==> config.mk <==
export PLATFORM = sky130hd
export DESIGN_NAME = dual_group_timer_bank_core_flat
export DESIGN_NICKNAME = d
export VERILOG_FILES = /design/src/dgtb_pkg.sv /design/src/dgtb_in_if.sv /design/src/dgtb_out_if.sv /design/src/dual_group_timer_bank_core.sv /design/src/flat_wrapper.sv
export SDC_FILE = /design/constraint.sdc
export NUM_CORES = 1
export LEC_CHECK = 0
export BUFFER_PORTS_ARGS = -buffer_cell sky130_fd_sc_hd__buf_2
export CAP_MARGIN = 20
export CELL_PAD_IN_SITES_DETAIL_PLACEMENT = 1
export CELL_PAD_IN_SITES_GLOBAL_PLACEMENT = 1
export CORE_ASPECT_RATIO = 1.25
export CORE_MARGIN = 2
export CORE_UTILIZATION = 56
export CTS_BUF_LIST = sky130_fd_sc_hd__clkbuf_16
export DETAILED_ROUTE_END_ITERATION = 8
export MAX_ROUTING_LAYER = met4
export PLACE_DENSITY_LB_ADDON = 0.15
export RECOVER_POWER = 25
export SETUP_SLACK_MARGIN = 0.15
export SLEW_MARGIN = 25
export SYNTH_ARGS = -nofsm -noshare
export SYNTH_HDL_FRONTEND = slang
export SYNTH_SLANG_ARGS = --single-unit
==> constraint.sdc <==
create_clock -name clk_i -period 12.77 [get_ports clk_i]
set_input_delay 0.6385 -clock clk_i [delete_from_list [all_inputs] [get_ports clk_i]]
set_output_delay 0.6385 -clock clk_i [all_outputs]
set_load 0.01 [all_outputs]
==> src/dgtb_pkg.sv <==
// Package for the dual group timer bank: sizes, operation codes, the
// channel memory entry type and the controller state type.
// No dependencies.
package dgtb_pkg;

  localparam int UP_CHANNELS   = 8;
  localparam int DOWN_CHANNELS = 8;
  localparam int COUNT_BITS    = 10;

  localparam int ALL_CHANNELS = UP_CHANNELS + DOWN_CHANNELS;
  localparam int CH_W         = (ALL_CHANNELS > 1) ? $clog2(ALL_CHANNELS) : 1;
  localparam int CNT_W        = COUNT_BITS + 1;

  // Fixed field widths of the channels
  localparam int OP_W        = 2;
  localparam int CHAN_W      = 4;
  localparam int TIME_W      = 10;
  localparam int COUNT_OUT_W = 11;
  localparam int MASK_W      = 16;

  typedef enum logic [OP_W-1:0] {
    OP_TICK  = 2'd0,
    OP_WRITE = 2'd1,
    OP_READ  = 2'd2,
    OP_CLEAR = 2'd3
  } op_e;

  typedef enum logic [1:0] {
    ST_IDLE,
    ST_TICK,
    ST_ACCESS
  } st_e;

  // One channel's memory entry; limit is only used by up channels
  typedef struct packed {
    logic [CNT_W-1:0]      count;
    logic [COUNT_BITS-1:0] limit;
  } entry_t;

  // Channel field to memory address (zero-extend or truncate)
  function automatic logic [CH_W-1:0] chan_addr(input logic [CHAN_W-1:0] c);
    logic [CH_W-1:0] a;
    a = '0;
    for (int i = 0; i < CH_W; i++) begin
      if (i < CHAN_W) begin
        a[i] = c[i];
      end
    end
    return a;
  endfunction

endpackage

==> src/dgtb_in_if.sv <==
// Input channel interface of the timer bank: valid/ready and the item fields.
// Depends on dgtb_pkg.
interface dgtb_in_if;
  logic                         valid;
  logic                         ready;
  logic [dgtb_pkg::OP_W-1:0]    op;
  logic [dgtb_pkg::CHAN_W-1:0]  channel;
  logic                         enable_value;
  logic [dgtb_pkg::TIME_W-1:0]  time_value;

  modport source (output valid, output op, output channel, output enable_value,
                  output time_value, input ready);
  modport sink   (input valid, input op, input channel, input enable_value,
                  input time_value, output ready);
endinterface

==> src/dgtb_out_if.sv <==
// Result channel interface of the timer bank: valid/ready and result fields.
// Depends on dgtb_pkg.
interface dgtb_out_if;
  logic                              valid;
  logic                              ready;
  logic [dgtb_pkg::COUNT_OUT_W-1:0]  count_value;
  logic                              enabled;
  logic                              done_res;
  logic [dgtb_pkg::MASK_W-1:0]       done_mask;

  modport source (output valid, output count_value, output enabled,
                  output done_res, output done_mask, input ready);
  modport sink   (input valid, input count_value, input enabled,
                  input done_res, input done_mask, output ready);
endinterface

==> src/dual_group_timer_bank_core.sv <==
// Dual group timer bank: counts and limits in a channel memory (registered read),
// enable and done flags in flops. One item in flight at a time.
// Tick: one channel read-modify-written per cycle, the last channel waiting for
// a free result register.
// Reset clears flags and controller; memory entries read as zero until written
// (per-entry valid flops), so no clearing pass is needed.
module dual_group_timer_bank_core (
  input  logic         clk_i,
  input  logic         rst_ni,
  dgtb_in_if.sink      in_i,
  dgtb_out_if.source   out_o
);

  localparam logic [dgtb_pkg::CH_W-1:0] LAST_CH =
    dgtb_pkg::CH_W'(dgtb_pkg::ALL_CHANNELS - 1);

  dgtb_pkg::st_e state_q, state_d;
  logic [dgtb_pkg::CH_W-1:0] idx_q, idx_d;

  // captured item
  logic [dgtb_pkg::OP_W-1:0]       op_q;
  logic [dgtb_pkg::CH_W-1:0]       ch_q;
  logic                            ch_ok_q;
  logic                            en_val_q;
  logic [dgtb_pkg::COUNT_BITS-1:0] tv_q;
  logic [63:0]                     tv_wide;

  // channel memory
  dgtb_pkg::entry_t                 mem [dgtb_pkg::ALL_CHANNELS];
  logic [dgtb_pkg::ALL_CHANNELS-1:0] mvld_q;
  dgtb_pkg::entry_t                 rdata_q;
  logic                             rvld_q;
  logic [dgtb_pkg::CH_W-1:0]        rd_addr, wr_addr;
  logic                             we;
  dgtb_pkg::entry_t                 cur;

  logic [dgtb_pkg::ALL_CHANNELS-1:0] en_q, en_d, done_q, done_d;
  logic [dgtb_pkg::CNT_W-1:0]        cap_q, cap_d;

  // channel update
  logic [dgtb_pkg::CH_W-1:0]  p_addr;
  dgtb_pkg::op_e              p_op;
  logic                       p_up;
  dgtb_pkg::entry_t           nxt;
  logic                       nen, ndone;
  logic [dgtb_pkg::CNT_W-1:0] inc;

  // result register
  logic                              out_vld_q;
  logic [dgtb_pkg::COUNT_OUT_W-1:0]  out_cnt_q;
  logic                              out_en_q, out_done_q;
  logic [dgtb_pkg::MASK_W-1:0]       out_mask_q;
  logic                              out_free, out_load;
  logic [dgtb_pkg::CNT_W-1:0]        res_cnt;
  logic [63:0]                       res_wide, done_wide;

  assign cur      = rvld_q ? rdata_q : '0;
  assign out_free = !out_vld_q || out_o.ready;
  assign tv_wide  = 64'(in_i.time_value);

  // Next entry and flags of the channel being processed
  always_comb begin
    p_addr = (state_q == dgtb_pkg::ST_TICK) ? idx_q : ch_q;
    p_op   = (state_q == dgtb_pkg::ST_TICK) ? dgtb_pkg::OP_TICK
                                             : dgtb_pkg::op_e'(op_q);
    p_up   = int'(p_addr) < dgtb_pkg::UP_CHANNELS;
    nxt    = cur;
    nen    = en_q[p_addr];
    ndone  = done_q[p_addr];
    inc    = cur.count + 1'b1;
    case (p_op)
      dgtb_pkg::OP_TICK: begin
        if (!nen) begin
          nxt.count = '0;
        end else if (p_up) begin
          if (inc > dgtb_pkg::CNT_W'(cur.limit)) begin
            nxt.count = '0;
            ndone     = 1'b1;
          end else begin
            nxt.count = inc;
          end
        end else if (cur.count != '0) begin
          nxt.count = cur.count - 1'b1;
        end else begin
          nen   = 1'b0;
          ndone = 1'b1;
        end
      end
      dgtb_pkg::OP_WRITE: begin
        nen = en_val_q;
        if (p_up) begin
          nxt.limit = tv_q;
          nxt.count = '0;
        end else begin
          nxt.count = dgtb_pkg::CNT_W'(tv_q);
        end
      end
      dgtb_pkg::OP_CLEAR: begin
        ndone = 1'b0;
      end
      default: begin
      end
    endcase
  end

  // Controller
  always_comb begin
    state_d   = state_q;
    idx_d     = idx_q;
    en_d      = en_q;
    done_d    = done_q;
    cap_d     = cap_q;
    we        = 1'b0;
    wr_addr   = p_addr;
    rd_addr   = idx_q;
    in_i.ready = 1'b0;
    out_load  = 1'b0;
    res_cnt   = nxt.count;
    case (state_q)
      dgtb_pkg::ST_IDLE: begin
        in_i.ready = 1'b1;
        rd_addr = (in_i.op == dgtb_pkg::OP_TICK) ? '0
                                                 : dgtb_pkg::chan_addr(in_i.channel);
        idx_d = '0;
        if (in_i.valid) begin
          state_d = (in_i.op == dgtb_pkg::OP_TICK) ? dgtb_pkg::ST_TICK
                                                   : dgtb_pkg::ST_ACCESS;
        end
      end
      dgtb_pkg::ST_TICK: begin
        // the last channel waits for a free result register
        if (idx_q != LAST_CH || out_free) begin
          we             = 1'b1;
          en_d[idx_q]    = nen;
          done_d[idx_q]  = ndone;
          if (idx_q == ch_q) begin
            cap_d = nxt.count;
          end
          if (idx_q == LAST_CH) begin
            out_load = 1'b1;
            res_cnt  = (idx_q == ch_q) ? nxt.count : cap_q;
            state_d  = dgtb_pkg::ST_IDLE;
          end else begin
            idx_d   = idx_q + 1'b1;
            rd_addr = idx_q + 1'b1;
          end
        end
      end
      dgtb_pkg::ST_ACCESS: begin
        rd_addr = ch_q;
        if (out_free) begin
          if (ch_ok_q) begin
            we           = 1'b1;
            en_d[ch_q]   = nen;
            done_d[ch_q] = ndone;
          end
          out_load = 1'b1;
          state_d  = dgtb_pkg::ST_IDLE;
        end
      end
      default: begin
        state_d = dgtb_pkg::ST_IDLE;
      end
    endcase
  end

  assign res_wide  = 64'(res_cnt);
  assign done_wide = 64'(done_d);

  always_ff @(posedge clk_i or negedge rst_ni) begin
    if (!rst_ni) begin
      state_q   <= dgtb_pkg::ST_IDLE;
      idx_q     <= '0;
      en_q      <= '0;
      done_q    <= '0;
      mvld_q    <= '0;
      rvld_q    <= 1'b0;
      out_vld_q <= 1'b0;
    end else begin
      state_q <= state_d;
      idx_q   <= idx_d;
      en_q    <= en_d;
      done_q  <= done_d;
      rvld_q  <= mvld_q[rd_addr];
      if (we) begin
        mvld_q[wr_addr] <= 1'b1;
      end
      if (out_load) begin
        out_vld_q <= 1'b1;
      end else if (out_o.ready) begin
        out_vld_q <= 1'b0;
      end
    end
  end

  // Channel memory, registered read
  always_ff @(posedge clk_i) begin
    if (we) begin
      mem[wr_addr] <= nxt;
    end
    rdata_q <= mem[rd_addr];
  end

  // Item capture and result payload
  always_ff @(posedge clk_i) begin
    cap_q <= cap_d;
    if (in_i.valid && in_i.ready) begin
      op_q     <= in_i.op;
      ch_q     <= dgtb_pkg::chan_addr(in_i.channel);
      ch_ok_q  <= int'(in_i.channel) < dgtb_pkg::ALL_CHANNELS;
      en_val_q <= in_i.enable_value;
      tv_q     <= tv_wide[dgtb_pkg::COUNT_BITS-1:0];
    end
    if (out_load) begin
      out_cnt_q  <= ch_ok_q ? res_wide[dgtb_pkg::COUNT_OUT_W-1:0] : '0;
      out_en_q   <= ch_ok_q && en_d[ch_q];
      out_done_q <= ch_ok_q && done_d[ch_q];
      out_mask_q <= done_wide[dgtb_pkg::MASK_W-1:0];
    end
  end

  assign out_o.valid       = out_vld_q;
  assign out_o.count_value = out_cnt_q;
  assign out_o.enabled     = out_en_q;
  assign out_o.done_res    = out_done_q;
  assign out_o.done_mask   = out_mask_q;

endmodule

==> src/flat_wrapper.sv <==
// flat-port wrapper written by rule: the top's interface ports become plain ports
module dual_group_timer_bank_core_flat 
  (clk_i, rst_ni, in_i_valid, in_i_op, in_i_channel, in_i_enable_value, in_i_time_value, in_i_ready, out_o_valid, out_o_count_value, out_o_enabled, out_o_done_res, out_o_done_mask, out_o_ready);
  dgtb_in_if in_i_i ();
  dgtb_out_if out_o_i ();
  input  logic clk_i;
  input  logic rst_ni;
  input wire logic [$bits(in_i_i.valid)-1:0] in_i_valid;
  input wire logic [$bits(in_i_i.op)-1:0] in_i_op;
  input wire logic [$bits(in_i_i.channel)-1:0] in_i_channel;
  input wire logic [$bits(in_i_i.enable_value)-1:0] in_i_enable_value;
  input wire logic [$bits(in_i_i.time_value)-1:0] in_i_time_value;
  output wire logic [$bits(in_i_i.ready)-1:0] in_i_ready;
  output wire logic [$bits(out_o_i.valid)-1:0] out_o_valid;
  output wire logic [$bits(out_o_i.count_value)-1:0] out_o_count_value;
  output wire logic [$bits(out_o_i.enabled)-1:0] out_o_enabled;
  output wire logic [$bits(out_o_i.done_res)-1:0] out_o_done_res;
  output wire logic [$bits(out_o_i.done_mask)-1:0] out_o_done_mask;
  input wire logic [$bits(out_o_i.ready)-1:0] out_o_ready;
  assign in_i_i.valid = in_i_valid;
  assign in_i_i.op = in_i_op;
  assign in_i_i.channel = in_i_channel;
  assign in_i_i.enable_value = in_i_enable_value;
  assign in_i_i.time_value = in_i_time_value;
  assign in_i_ready = in_i_i.ready;
  assign out_o_valid = out_o_i.valid;
  assign out_o_count_value = out_o_i.count_value;
  assign out_o_enabled = out_o_i.enabled;
  assign out_o_done_res = out_o_i.done_res;
  assign out_o_done_mask = out_o_i.done_mask;
  assign out_o_i.ready = out_o_ready;
  dual_group_timer_bank_core u_core (.clk_i(clk_i), .rst_ni(rst_ni), .in_i(in_i_i), .out_o(out_o_i));
endmodule
# After elaboration in Yosys (flattened, before gate mapping)

Memory sizes are Yosys's and may differ from the RTL's. A register that Yosys moved wholly into a read port is not among the register bits.
Index checks and enable logic that the tools add are counted.

Reductions and logical operators: 15
$lt $le $gt $ge: 9
$add $sub $neg: 3
Bitwise gates (word level): 1
Equality and inequality tests: 11
Multiplexer cells: 72

Operators with widths:

| kind                                                                   | count |
|---|---|
| 11-bit 2-to-1 mux                                                      | 8 |
| 16-bit bitwise mux                                                     | 4 |
| 16-bit 2-to-1 mux                                                      | 4 |
| 16-bit one-hot mux with 2 select lines                                 | 2 |
| 10-bit 2-to-1 mux                                                      | 3 |
| 1-bit 2-to-1 mux                                                       | 24 |
| 11-bit one-hot mux with 2 select lines                                 | 1 |
| 21-bit 2-to-1 mux                                                      | 1 |
| 1-bit binary-select mux with 4-bit select                              | 5 |
| 4-bit by 5-bit < comparator with 1-bit output (second input constant)  | 4 |
| 4-bit 2-to-1 mux                                                       | 4 |
| 16-bit bitwise OR                                                      | 1 |
| 1-bit demux with 4-bit select                                          | 3 |
| 4-bit by 1-bit >= comparator with 1-bit output (second input constant) | 3 |
| 2-bit 2-to-1 mux                                                       | 6 |
| 4-bit one-hot mux with 3 select lines                                  | 1 |
| 11-bit by 1-bit adder with 11-bit output (second input constant)       | 1 |
| 11-bit by 10-bit greater-than comparator with 1-bit output             | 1 |
| 11-bit nonzero test                                                    | 1 |
| 11-bit by 1-bit subtractor with 11-bit output (second input constant)  | 1 |
| 1-bit one-hot mux with 2 select lines                                  | 4 |
| 4-bit one-hot mux with 2 select lines                                  | 1 |
| 2-bit zero test                                                        | 3 |
| 2-bit inequality test (second input constant)                          | 3 |
| other kinds (15)                                                       | 22 |

RAM bits: 336
Input bits: 21
Memories kept: 1
Flip-flop bits (word level): 113
Output and inout port bits: 31
Logic and storage cells: 128

Memories:

| name       | words | bits a word | read ports | clocked after Yosys merged registers in | wr ports | line                             | text |
|---|---|---|---|---|---|---|---|
| u_core.mem | 16    | 21          | 1          | 1                                       | 1        | dual_group_timer_bank_core.sv:29 | `dgtb_pkg::entry_t mem [dgtb_pkg::ALL_CHANNELS];` |

# Logic depth before layout (Yosys ltp)

Gate-level depths: netlist of run 1.

Word-level depth: 13
Mapped depth: 18
Mapped depth without buffers: 16

# Least setup slack after synthesis of run 1

Ideal clock, no wire load.

Path kind: register to register
Start: reg u_core.rvld_q
End: reg u_core.out_cnt_q, in the netlist u_core.out_o.count_value[5] (data pin)
Library setup time: 0.135 ns
Setup slack: 8.526 ns
Period minus slack after synthesis: 4.244 ns
Data required time: 12.635 ns
Stages on the path, launching flop included: 18
Buffers on the path: 5
Arrival: 4.109 ns
Path through: dfrtp_1 buf_2 clkbuf_1 clkbuf_1 clkbuf_1 nand2_1 ha_1 a21oi_1 a21oi_1 a2111oi_0 nand2_1 a22o_2 nor2_1 buf_2 a31oi_1 o22ai_1 mux2_2 mux2_2

RTL lines:

| item                   | line                              | text |
|---|---|---|
| from (decl)            | dual_group_timer_bank_core.sv:32  | `logic rvld_q;` |
| from (signal assigned) | dual_group_timer_bank_core.sv:184 | `rvld_q <= mvld_q[rd_addr];` |
| to (signal assigned)   | dual_group_timer_bank_core.sv:215 | `out_cnt_q <= ch_ok_q ? res_wide[dgtb_pkg::COUNT_OUT_W-1:0] : '0;` |
| to (decl)              | dual_group_timer_bank_core.sv:50  | `logic [dgtb_pkg::COUNT_OUT_W-1:0] out_cnt_q;` |

==> results.md, run 1 <==
* Layout Nets at 1730
* Cts hold-fix bufs at 0
* Worst EP required at roughly 13 ns
* CP Class: register to register
* Fin crit share at between 60% and 70%
* WP data arrival at 8.17 ns
* Post-Layout Cell Count at ~2.2k
* Chip height at 222 microns
* Clock Skew at between 0.015 and 0.02 ns
* DR WL/cell at 30.6 microns
* Top layer in use: met4
* Longest Clk Path Bufs at 3
* Total Negative Setup Slacks at 0 ns
* Initial DRC count at 1378
* Die Width at between 150 and 200 microns
* Most common library cell in the layout ignoring fill and taps: edfxtp_1
* Critical Path Max Stage Delay at 1.98 ns
* PD cells at 260 nW/um^2
* Critical path depth in cells at 13
* CP max FO at 59
* Crit path time final at 7.73 ns
* Post-synth ARST share at 11.9%
* Crit end category: register
* Dpl hpwl at approximately 42 mm
* Area growth syn-to-layout at 11.0%
* Core Area at 37900 sq um
* Slowest stage cell, crit path: clkbuf_1
* Vias in the first global route at 15.8k
* EDFF count, synth at a little under 400
* Worst setup path startpoint: u_core.state_q[1]
* DRC Markers at 0
* Top cells by area, synth: edfxtp_1 55%, dfrtp_1 6.6%, mux2i_1 4.4%
* Slew of the pin with the lowest slew margin at 3.67 ns
* CTS tree: built
* Max-slew headroom at -145%
* Initial core utilization at 56.3%
* Metal3 WL at 3.18 mm
* Io pins at 52
* CTS sink cnt at 470
* CP Launch Type: register
* WHS at 0.251 ns
* Post_cts resized at 0
* Adder-cell share of the synthesized area at under 10%
* Critical-path cell list: inv_1 > ha_1 > clkbuf_1 > inv_1 > mux2i_1 > a41oi_2 > a21oi_4 > nand3_2 > nor2_1 > a22oi_1 > o22ai_1 > mux2_2 > mux2_2
* Num rows at 80
* Seq/Total Area, Yosys at between 60 and 70%
* Compound-Gate Fraction of Synth Area at 13.5%
* Mapped Cells at around 1.6k
* YS warnings at 0
* Failing checks: max-capacitance violations, max-slew violations
* Layout cells sized above 1 at 14.5%
* Area leader, netlist: edfxtp_1
* Post-route cell area at about 24000 sq um
* Worst vdd rail ir drop at about 0.16 mV
* Cell count of the worst reg-to-reg path at 13
* First-pass GRT wire length at 99.5 mm
* DRT Wirelength at a little under 70 mm
* Post-Syn Nets at 1680
* Routed Antenna Nets at 0
* Gr usage total at 35.5%
* Gr ovfl total at 0
* Root Buffer: clkbuf_16
* Synthesized cell area at 21400 sq um
* FF+latch count, synth at 470
* Main synth FF type: edfxtp_1
* CP Buf/Inv Count at 3
* Outcome: complete, but fails checks
* Post-DP Area at between 20000 and 25000 sq um
* Pins Over Slew Limit at between 100 and 150
* Post-synthesis mux area share at between 8 and 9%
* DRT Pass-1 Iters at 7
* Peak Freq at 129 MHz
* Hold WC Path Type: primary input to register
* Crit path max-delay family: buffers and inverters
* Flop-to-flop setup slack at 5.04 ns
* Postcts setup bufs at 0
* Die area at 39800 sq um
* Port Buffers at 51
* Skew-Pair Late Insertion Delay at about 0.57 ns
* WL met2 at approximately 35 mm
* DP Cell Count at 2134
* Clock slew at reported path FFs at ~0.06 ns
* Fillcell total at 3713
* P_leak at 8.27 nW
* Syn Area/Cell at approximately 13 sq um
* Drt via density at 6.76
* Leading cell types in the layout, fill and taps excluded: 393 x edfxtp_1, 211 x nand2_1, 94 x mux2i_1
* Post-Synth Simple-Gate Area at 9.91%
* CTS buffer count at 45
* Distinct cell type count after synthesis at 88
* Crit Reg-Reg Startpoint: u_core.state_q[1]
* Max_cap viols at 2
* H-tree levels at 2
* Hold Fails Final Rpt at 0
* RR Endpoint: u_core.out_o.count_value[7]
* XOR/XNOR share of the synthesized area at less than 1%
* RSZ-0062 raised after global routing: no
* Initial antenna violation count at 0
* # setup viols final at 0
* Largest family of logic cells by synthesized area: compound AO/OA/AOI/OAI gates
* CP endpoint: u_core.out_o.count_value[7]
* Via count at between 10k and 15k
* Wl on met1 at 25.4 mm
* GPL Wtd Cong at 0.986
* Largest net degree at the start of global routing at 68
* Area share of the largest cell type after synthesis at 55.2%
==> cells by family (layout without fill, tap and decap cells) <==
family / Yosys count / in the layout
compound gates: 410 / 410
xor+xnor: 15 / 15
fa+ha+maj: 20 / 20
buf+inv: 126 / 213
flops: 470 / 470
mux: 146 / 146
other cells: 0 / 1
simple gates: 452 / 452
==> registers in the layout, indices dropped and copies added (netlist names) <==
signal,flops
u_core.mem,336
u_core.rdata_q,21
u_core.done_q,16
u_core.en_q,16
u_core.mvld_q,16
u_core.out_o.done_mask,16
u_core.cap_q,11
u_core.out_o.count_value,11
u_core.tv_q,10
u_core.ch_q,4
u_core.idx_q,4
u_core.op_q,2
u_core.state_q,2
u_core.en_val_q,1
u_core.out_o.done_res,1
u_core.out_o.enabled,1
u_core.out_o.valid,1
u_core.rvld_q,1
==> cells in the mapped netlist, drive strengths merged (5+ instances only) <==
library cell	number
a21oi	78
xnor2	8
nand3b	5
mux2	24
nor3	15
dfxtp	21
dfrtp	56
a221o	9
nor2	73
a22o	6
edfxtp	393
nor4	7
a211o	6
clkbuf	73
o41ai	6
buf	35
or2	22
inv	18
and3	6
o22ai	6
xor2	7
mux4	26
nor2b	10
mux2i	96
nand2	212
ha	20
nand2b	7
a22oi	8
a221oi	12
a21boi	5
a211oi	70
a21o	15
a311oi	26
nand3	21
nand4	7
a32oi	8
a31oi	28
o31ai	17
and2	56
o21ai	75
==> cell type report <==
cell class	count	area (sq um)	share of cell area (%)
Timing Repair Buffer	111	624	2.63
Tap cell	492	616	2.59
Clock buffer	45	1130	4.75
Inverter	18	67.6	0.285
Multi-Input combinational cell	1043	7310	30.8
Sequential cell	470	13600	57.4
Clock inverter	39	349	1.47
Antenna cell	1	2.50	0.0105
==> stage by stage <==
stage | total power, mW | setup slack, ns | utilization, %
2_1_floorplan | 3.91 | 8.53 | -
3_3_place_gp | 4.67 | 7.65 | 58.8
3_5_place_dp | 4.78 | 7.45 | 58.9
4_1_cts | 6.17 | 7.39 | 62.7
5_1_grt | 6.42 | 4.74 | 62.5
6_report | 6.17 | 5.04 | 62.5
==> how the worst min path moves through the flow <==
| stage | from | end | slack [ns] | depth (start not counted) |
|---|---|---|---|---|
| after CTS | in_i_time_value[2] | u_core.tv_q[2] | 0.23 | 1 |
| final | in_i_time_value[8] | u_core.tv_q[8] | 0.25 | 1 |
| after floorplan | rst_ni | u_core.done_q[0] | 0.34 | 0 |
| after global placement | u_core.mvld_q[3] | u_core.mvld_q[3] | 0.45 | 1 |
| after detailed placement | u_core.mvld_q[0] | u_core.mvld_q[0] | 0.46 | 1 |
| after global routing | in_i_time_value[8] | u_core.tv_q[8] | 0.23 | 1 |
==> worst reg2reg max path, stage by stage (launching register included) <==
cell and delay (ns):
dfrtp_1 0.41, inv_1 0.09, ha_1 0.15, clkbuf_1 1.98
inv_1 1.10, mux2i_1 1.04, a41oi_2 0.13, a21oi_4 0.25
nand3_2 0.37, nor2_1 0.86, a22oi_1 0.14, o22ai_1 0.63
mux2_2 0.31, mux2_2 0.16
==> report_power, final <==
part	leakage, nW	switching [mW]	internal [mW]	total, mW
logic	2.97	1.75	0.856	2.60
clock network	0.761	0.594	0.768	1.36
registers	4.54	0.150	2.05	2.20
total	8.27	2.49	3.68	6.17
==> per-layer routing <==
metal	vias up	global-route usage, %
met5	-	-
met4	0	21.6
met3	263	3.82
met2	614	59.0
met1	7723	41.3
li1	6398	-
Power figures use the tool's default switching activity.
==> run 2, diff against run 1 <==
--- a/config.mk
+++ b/config.mk
@@ -11,7 +11,7 @@
 export CELL_PAD_IN_SITES_GLOBAL_PLACEMENT = 1
 export CORE_ASPECT_RATIO = 1.25
 export CORE_MARGIN = 2
-export CORE_UTILIZATION = 56
+export CORE_UTILIZATION = 52
 export CTS_BUF_LIST = sky130_fd_sc_hd__clkbuf_16
 export DETAILED_ROUTE_END_ITERATION = 8
 export MAX_ROUTING_LAYER = met4
==> constraint.sdc (replaced) <==
create_clock -name clk_i -period 7.2 [get_ports clk_i]
set_input_delay 0.36 -clock clk_i [delete_from_list [all_inputs] [get_ports clk_i]]
set_output_delay 0.36 -clock clk_i [all_outputs]
set_load 0.01 [all_outputs]
==> results.md, run 2 (synthesis results as in run 1) <==
* Core Area at 40800 sq um (+7.6%)
* WHS at 0.197 ns (-0.0534 ns)
* Wl on met1 at 25.6 mm (+0.76%)
* Layout Nets at 1746 (+0.92%)
* Critical-path cell list: inv_1 > ha_1 > nor2b_1 > clkbuf_1 > inv_1 > ha_1 > nand2_1 > inv_1 > a32oi_1 > nor2_2 > a221o_1 > a221o_1 > o211ai_2 > o31ai_1
* Root Buffer: clkbuf_16
* Chip height at 231 microns (+3.7%)
* Worst vdd rail ir drop at 0.461 mV (+190%)
* Critical Path Max Stage Delay at 1.24 ns (-0.74 ns)
* Skew-Pair Late Insertion Delay at 0.57 ns (about the same)
* Vias in the first global route at 15.5k (-2.0%)
* Io pins at 52 (unchanged)
* Outcome: complete, but fails checks
* Gr usage total at 32.6% (-2.9 points)
* First-pass GRT wire length at 98.0 mm (-1.6%)
* Clock Skew at 0.0288 ns (+0.0108 ns)
* RSZ-0062 raised after global routing: no
* P_leak at 8.33 nW (+0.66%)
* WP data arrival at 6.44 ns (-1.73 ns)
* Metal3 WL at 2.64 mm (-17%)
* Post-route cell area at 23900 sq um (+0.74%)
* CP max FO at 22 (-63%)
* Largest net degree at the start of global routing at 169 (+150%)
* Placement Setup Slack at 1.65 ns (-5.80 ns)
* Crit end category: register
* Hold Fails Final Rpt at 0 (unchanged)
* WL met2 at 34.2 mm (-0.90%)
* Max-slew headroom at -142% (+2.8 points)
* Post-Layout Cell Count at 2294 (+3.4%)
* Pins Over Slew Limit at 73 (-38%)
* Crit path time final at 6.18 ns (-1.56 ns)
* Total Negative Setup Slacks at 0 ns (unchanged)
* Longest Clk Path Bufs at 3 (unchanged)
* Die area at 42700 sq um (+7.5%)
* Dpl hpwl at 41.9 mm (-0.28%)
* DRC Markers at 0 (unchanged)
* CP Launch Type: register
* Fin crit share at 85.8% (+25 points)
* Initial core utilization at 52.4% (-4.0 points)
* Post_cts resized at 0 (unchanged)
* Port Buffers at 51 (unchanged)
* Gr ovfl total at 0 (unchanged)
* DP Cell Count at 2191 (+2.7%)
* Leading cell types in the layout, fill and taps excluded: 393 x edfxtp_1, 211 x nand2_1, 93 x mux2i_1
* DRT Pass-1 Iters at 5 (-2)
* Biggest regs: u_core.mem (336), u_core.rdata_q (21)
* Max FFs per register at 336 (unchanged)
* Initial antenna violation count at 0 (unchanged)
* Drt via density at 6.45 (-4.6%)
* Cts hold-fix bufs at 17 (+17)
* Layout cells sized above 1 at 13.9% (-0.64 points)
* CTS buffer count at 47 (+4.4%)
* CTS tree: built
* Initial DRC count at 1055 (-23%)
* Failing checks: max-capacitance violations, max-slew violations
* Fin util at 58.6% (-4.0 points)
* Max_cap viols at 1 (-1)
* Total power at 10.8 mW (+74%)
* Most common library cell in the layout ignoring fill and taps: edfxtp_1
* Postcts setup bufs at 0 (unchanged)
* Most frequent CP cell: inv_1
* Hold WC Path Type: primary input to register
* CP Class: register to register
* Slowest stage cell, crit path: a32oi_1
* Die Width at 185 microns (+3.7%)
* Fillcell total at 4093 (+10%)
* Num rows at 83 (+3.8%)
* Top reg by flops: u_core.mem
* Worst setup margin at 1.02 ns (-4.01 ns)
* DR WL/cell at 29.1 microns (-4.9%)
* DRT Wirelength at 66.7 mm (-1.7%)
* Top layer in use: met4
* GPL Wtd Cong at 0.962 (-2.4%)
* H-tree levels at 2 (unchanged)
* Reg area at 13600 sq um (unchanged)
* Routed Antenna Nets at 0 (unchanged)
* Clock slew at reported path FFs at 0.06 ns (about the same)
* Peak Freq at 162 MHz (+25%)
* Post-DP Area at 22400 sq um (+0.37%)
* Area growth syn-to-layout at 11.8%
* # setup viols final at 0 (unchanged)
* Multi-input combinational cell area at 7310 sq um (about the same)
* Slew of the pin with the lowest slew margin at 3.63 ns (-0.0421 ns)
* CTS sink cnt at 470 (unchanged)
* Worst EP required at 7.46 ns (-5.75 ns)
* PD cells at 450 nW/um^2 (+73%)
* Via count at 14.8k (-1.3%)
## run 2: cell count changes in the layout (fill, tap and decap cells not counted), moves of 3 or more
| cell | before | now |
|---|---|---|
| inv_1 | 25 | 32 |
| bufinv_16 | 6 | 2 |
| nor2_2 | 20 | 14 |
| dlygate4sd3_1 | 0 | 17 |
| nor2_1 | 53 | 58 |
| buf_4 | 50 | 47 |
## run 2: cell type report
cell class | instances | share of cell area (%)
clock inverters | 38 | 0.937
well taps | 552 | 2.89
clock buffers | 47 | 4.92
diodes | 1 | 0.0105
repair buffers | 125 | 3.36
inverters | 18 | 0.283
multi-input cells | 1043 | 30.6
flip-flops and latches | 470 | 57.0
## run 2: routing by layer
| metal | vias to the layer above | GRT usage, % |
|---|---|---|
| met5 | - | - |
| met4 | 0 | 17.9 |
| met3 | 222 | 3.09 |
| met2 | 507 | 55.4 |
| met1 | 7634 | 38.0 |
| li1 | 6434 | - |
## run 2: worst max-delay path: cells and delay by family, from the launching register on
kind / cells / cell delay [ns]
adders and majority gates: 2 / 0.87
DFF: 1 / 0.38
AOI/OAI and AO/OA: 5 / 2.42
buffers and inverters: 4 / 1.48
and+or+nand+nor: 3 / 0.71
## run 2: path summary, 6_finish.rpt
kind                              startpoint                    to  slack, ns  depth (start not counted)
setup / recovery           u_core.state_q[1]  u_core.out_o.enabled       1.02                         14
hold / removal                    in_i_valid     u_core.state_q[0]       0.20                          4
setup reg to reg           u_core.state_q[1]  u_core.out_o.enabled       1.02                         14
hold reg to reg            u_core.mvld_q[12]     u_core.mvld_q[12]       0.47                          1
max in group asynchronous             rst_ni      u_core.done_q[4]       3.99                          2
min in group asynchronous             rst_ni     u_core.state_q[0]       1.13                          2
## run 2: report_power, final
group          leakage, nW  internal [mW]  switching [mW]
combinational         3.04           1.53            3.03
clock                0.752           1.26            1.02
sequential            4.54           3.64           0.270
total                 8.33           6.43            4.32
==> run 3, diff against run 2 <==
--- a/config.mk
+++ b/config.mk
@@ -17,6 +17,7 @@
 export MAX_ROUTING_LAYER = met4
 export PLACE_DENSITY_LB_ADDON = 0.15
 export RECOVER_POWER = 25
+export REMOVE_ABC_BUFFERS = 1
 export SETUP_SLACK_MARGIN = 0.15
 export SLEW_MARGIN = 25
 export SYNTH_ARGS = -nofsm -noshare
==> results.md, run 3 (synthesis results as in run 1) <==
* Crit end category: register
* WP data arrival at 5.82 ns (-0.62 ns)
* Skew-Pair Late Insertion Delay at 0.57 ns (about the same)
* Wl on met1 at 25.7 mm (+0.44%)
* DRT Wirelength at 67.4 mm (+1.0%)
* Top reg by flops: u_core.mem
* DRC Markers at 0 (unchanged)
* Failing checks: max-capacitance violations, max-slew violations
* CTS buffer count at 47 (unchanged)
* CP Class: register to register
* Fin util at 59.4% (+0.87 points)
* Leading cell types in the layout, fill and taps excluded: 393 x edfxtp_1, 211 x nand2_1, 93 x mux2i_1
* Top layer in use: met4
* Fin crit share at 77.7% (-8.1 points)
* Port Buffers at 51 (unchanged)
* Multi-input combinational cell area at 7330 sq um (+0.24%)
* Cell count of the worst reg-to-reg path at 7 (-7)
* RSZ-0062 raised after global routing: no
* Io pins at 52 (unchanged)
* CTS sink cnt at 470 (unchanged)
* CP Buf/Inv Count at 2 (-2)
* Initial DRC count at 1093 (+3.6%)
* GPL Wtd Cong at 0.978 (+1.6%)
* Die area at 42700 sq um (unchanged)
* PD cells at 453 nW/um^2 (+0.74%)
* Largest net degree at the start of global routing at 164 (-3.0%)
* Worst EP required at 7.43 ns (-0.03 ns)
* Switching Fraction at 39.6% (-0.55 points)
* Hold Fails Final Rpt at 0 (unchanged)
* Hold WC Path Type: primary input to register
* Gr usage total at 33.0% (+0.43 points)
* Gr ovfl total at 0 (unchanged)
* Crit path time final at 5.60 ns (-0.581 ns)
* Area growth syn-to-layout at 13.5%
* CP Launch Type: register
* Placement Setup Slack at 2.00 ns (+0.356 ns)
* Most common library cell in the layout ignoring fill and taps: edfxtp_1
* Crit Reg-Reg Startpoint: u_core.idx_q[0]
* Hold Crit Depth at 1 (-3)
* Vias in the first global route at 15.8k (+1.6%)
* Max-slew headroom at -131% (+11 points)
* Post-DP Area at 22700 sq um (+1.1%)
* Crit path max-delay family: compound AO/OA/AOI/OAI gates
* Total power at 11.0 mW (+2.2%)
* First-pass GRT wire length at 99.8 mm (+1.9%)
* Drt via density at 6.43 (-0.36%)
* Max FFs per register at 336 (unchanged)
* Pins Over Slew Limit at 168 (+130%)
* Critical Path Max Stage Delay at 1.77 ns (+0.53 ns)
* CP max FO at 19 (-14%)
* DRT Pass-1 Iters at 6 (+1)
* Core Area at 40800 sq um (unchanged)
* CTS tree: built
* Postcts setup bufs at 0 (unchanged)
* Dpl hpwl at 42.8 mm (+2.3%)
* Longest Clk Path Bufs at 3 (unchanged)
* Int Power at 6.63 mW (+3.2%)
* Clock slew at reported path FFs at 0.06 ns (about the same)
* Chip height at 231 microns (unchanged)
* Worst vdd rail ir drop at 0.496 mV (+7.4%)
* Initial antenna violation count at 1 (+1)
* Slew of the pin with the lowest slew margin at 3.46 ns (-0.167 ns)
* Layout cells sized above 1 at 14.0% (+0.083 points)
* Die Width at 185 microns (unchanged)
* RR Endpoint: u_core.out_o.done_mask[9]
* Switching Power at 4.36 mW (+0.83%)
* Peak Freq at 179 MHz (+10%)
* Fillcell total at 3951 (-3.5%)
* P_leak at 8.42 nW (+1.0%)
* DR WL/cell at 29.3 microns (+0.86%)
* Initial core utilization at 52.4% (unchanged)
* Clock Skew at 0.0125 ns (-0.0163 ns)
* Clock share of power at 22.5% (+1.3 points)
* # setup viols final at 0 (unchanged)
* Worst setup path startpoint: u_core.idx_q[0]
* Root Buffer: clkbuf_16
* Hold EP: u_core.tv_q[3]
* Biggest regs: u_core.mem (336), u_core.rdata_q (21)
* H-tree levels at 2 (unchanged)
* Routed Antenna Nets at 0 (unchanged)
* Reg power frac at 35.6% (-0.8 points)
* Critical-path cell list: ha_1 > nand3_1 > nor2_1 > nand2_1 > clkbuf_1 > a21oi_1 > buf_4
* Via count at 14.8k (-0.18%)
* Reg area at 13600 sq um (unchanged)
* Min-Delay Startpoint: in_i_time_value[3]
* Combinational share of power at 41.9% (-0.5 points)
* Worst setup margin at 1.60 ns (+0.581 ns)
* Max_cap viols at 9 (+8)
* WL met2 at 34.4 mm (+0.49%)
* Slowest stage cell, crit path: a21oi_1
* Metal3 WL at 3.14 mm (+19%)
* Num rows at 83 (unchanged)
* Post-route cell area at 24300 sq um (+1.5%)
* Outcome: complete, but fails checks
* Layout Nets at 1747 (+0.057%)
* Flop-to-flop setup slack at 1.60 ns (+0.58 ns)
-- run 3: cell types whose count changed in the layout (fill, tap and decap cells not counted), sizes merged --
| cell | before | now |
|---|---|---|
| clkbuf | 91 | 97 |
| inv | 38 | 26 |
| buf | 64 | 60 |
| clkinv | 16 | 24 |
| clkinvlp | 0 | 2 |
| bufinv | 2 | 6 |
-- run 3: power by group through the flow --
stage,Sequential (mW),Combinational (mW),Clock (mW)
floorplan,3.91,3.21,0
global placement,3.94,4.36,0
detailed placement,3.96,4.54,0
CTS,3.91,4.60,2.51
global route,3.94,4.96,2.58
finish,3.91,4.60,2.48
-- run 3: how the worst max path moves through the flow --
stage / end / cells past startpoint
final: u_core.out_o.done_mask[9] / 7
after global routing: u_core.out_o.count_value[9] / 13
after CTS: u_core.out_o.count_value[9] / 13
after detailed placement: u_core.out_o.count_value[9] / 13
after global placement: u_core.out_o.done_res / 16
after floorplan: u_core.rvld_q / 6
-- run 3: per-stage QoR --
stage               TNS, ns  hold slack (ns)  instances
floorplan            -32.87           0.0644       1531
global placement          0            0.443       2179
detailed placement        0            0.450       2190
CTS                       0           0.0102       2295
global route              0           0.0650       2298
finish                    0           0.0728       2298
-- run 3: area by class of cell --
class                   instances  share of cell area, %
diodes                          1                 0.0103
clock buffers                  48                   4.95
clock inverters                40                   1.42
inverters                      18                  0.279
multi-input cells            1043                   30.2
flip-flops and latches        470                   56.2
well taps                     552                   2.85
repair buffers                126                   4.10
-- run 3: timing repair --
action,4_1_cts,5_1_grt
hold endpoints to repair,51,0
resized for setup,0,0
hold buffers,17,0
-- run 3: per-layer routing --
metal | vias up | GRT usage, %
met5 | - | -
met4 | 0 | 17.5
met3 | 212 | 3.61
met1 | 7578 | 38.8
met2 | 549 | 55.7
li1 | 6431 | -
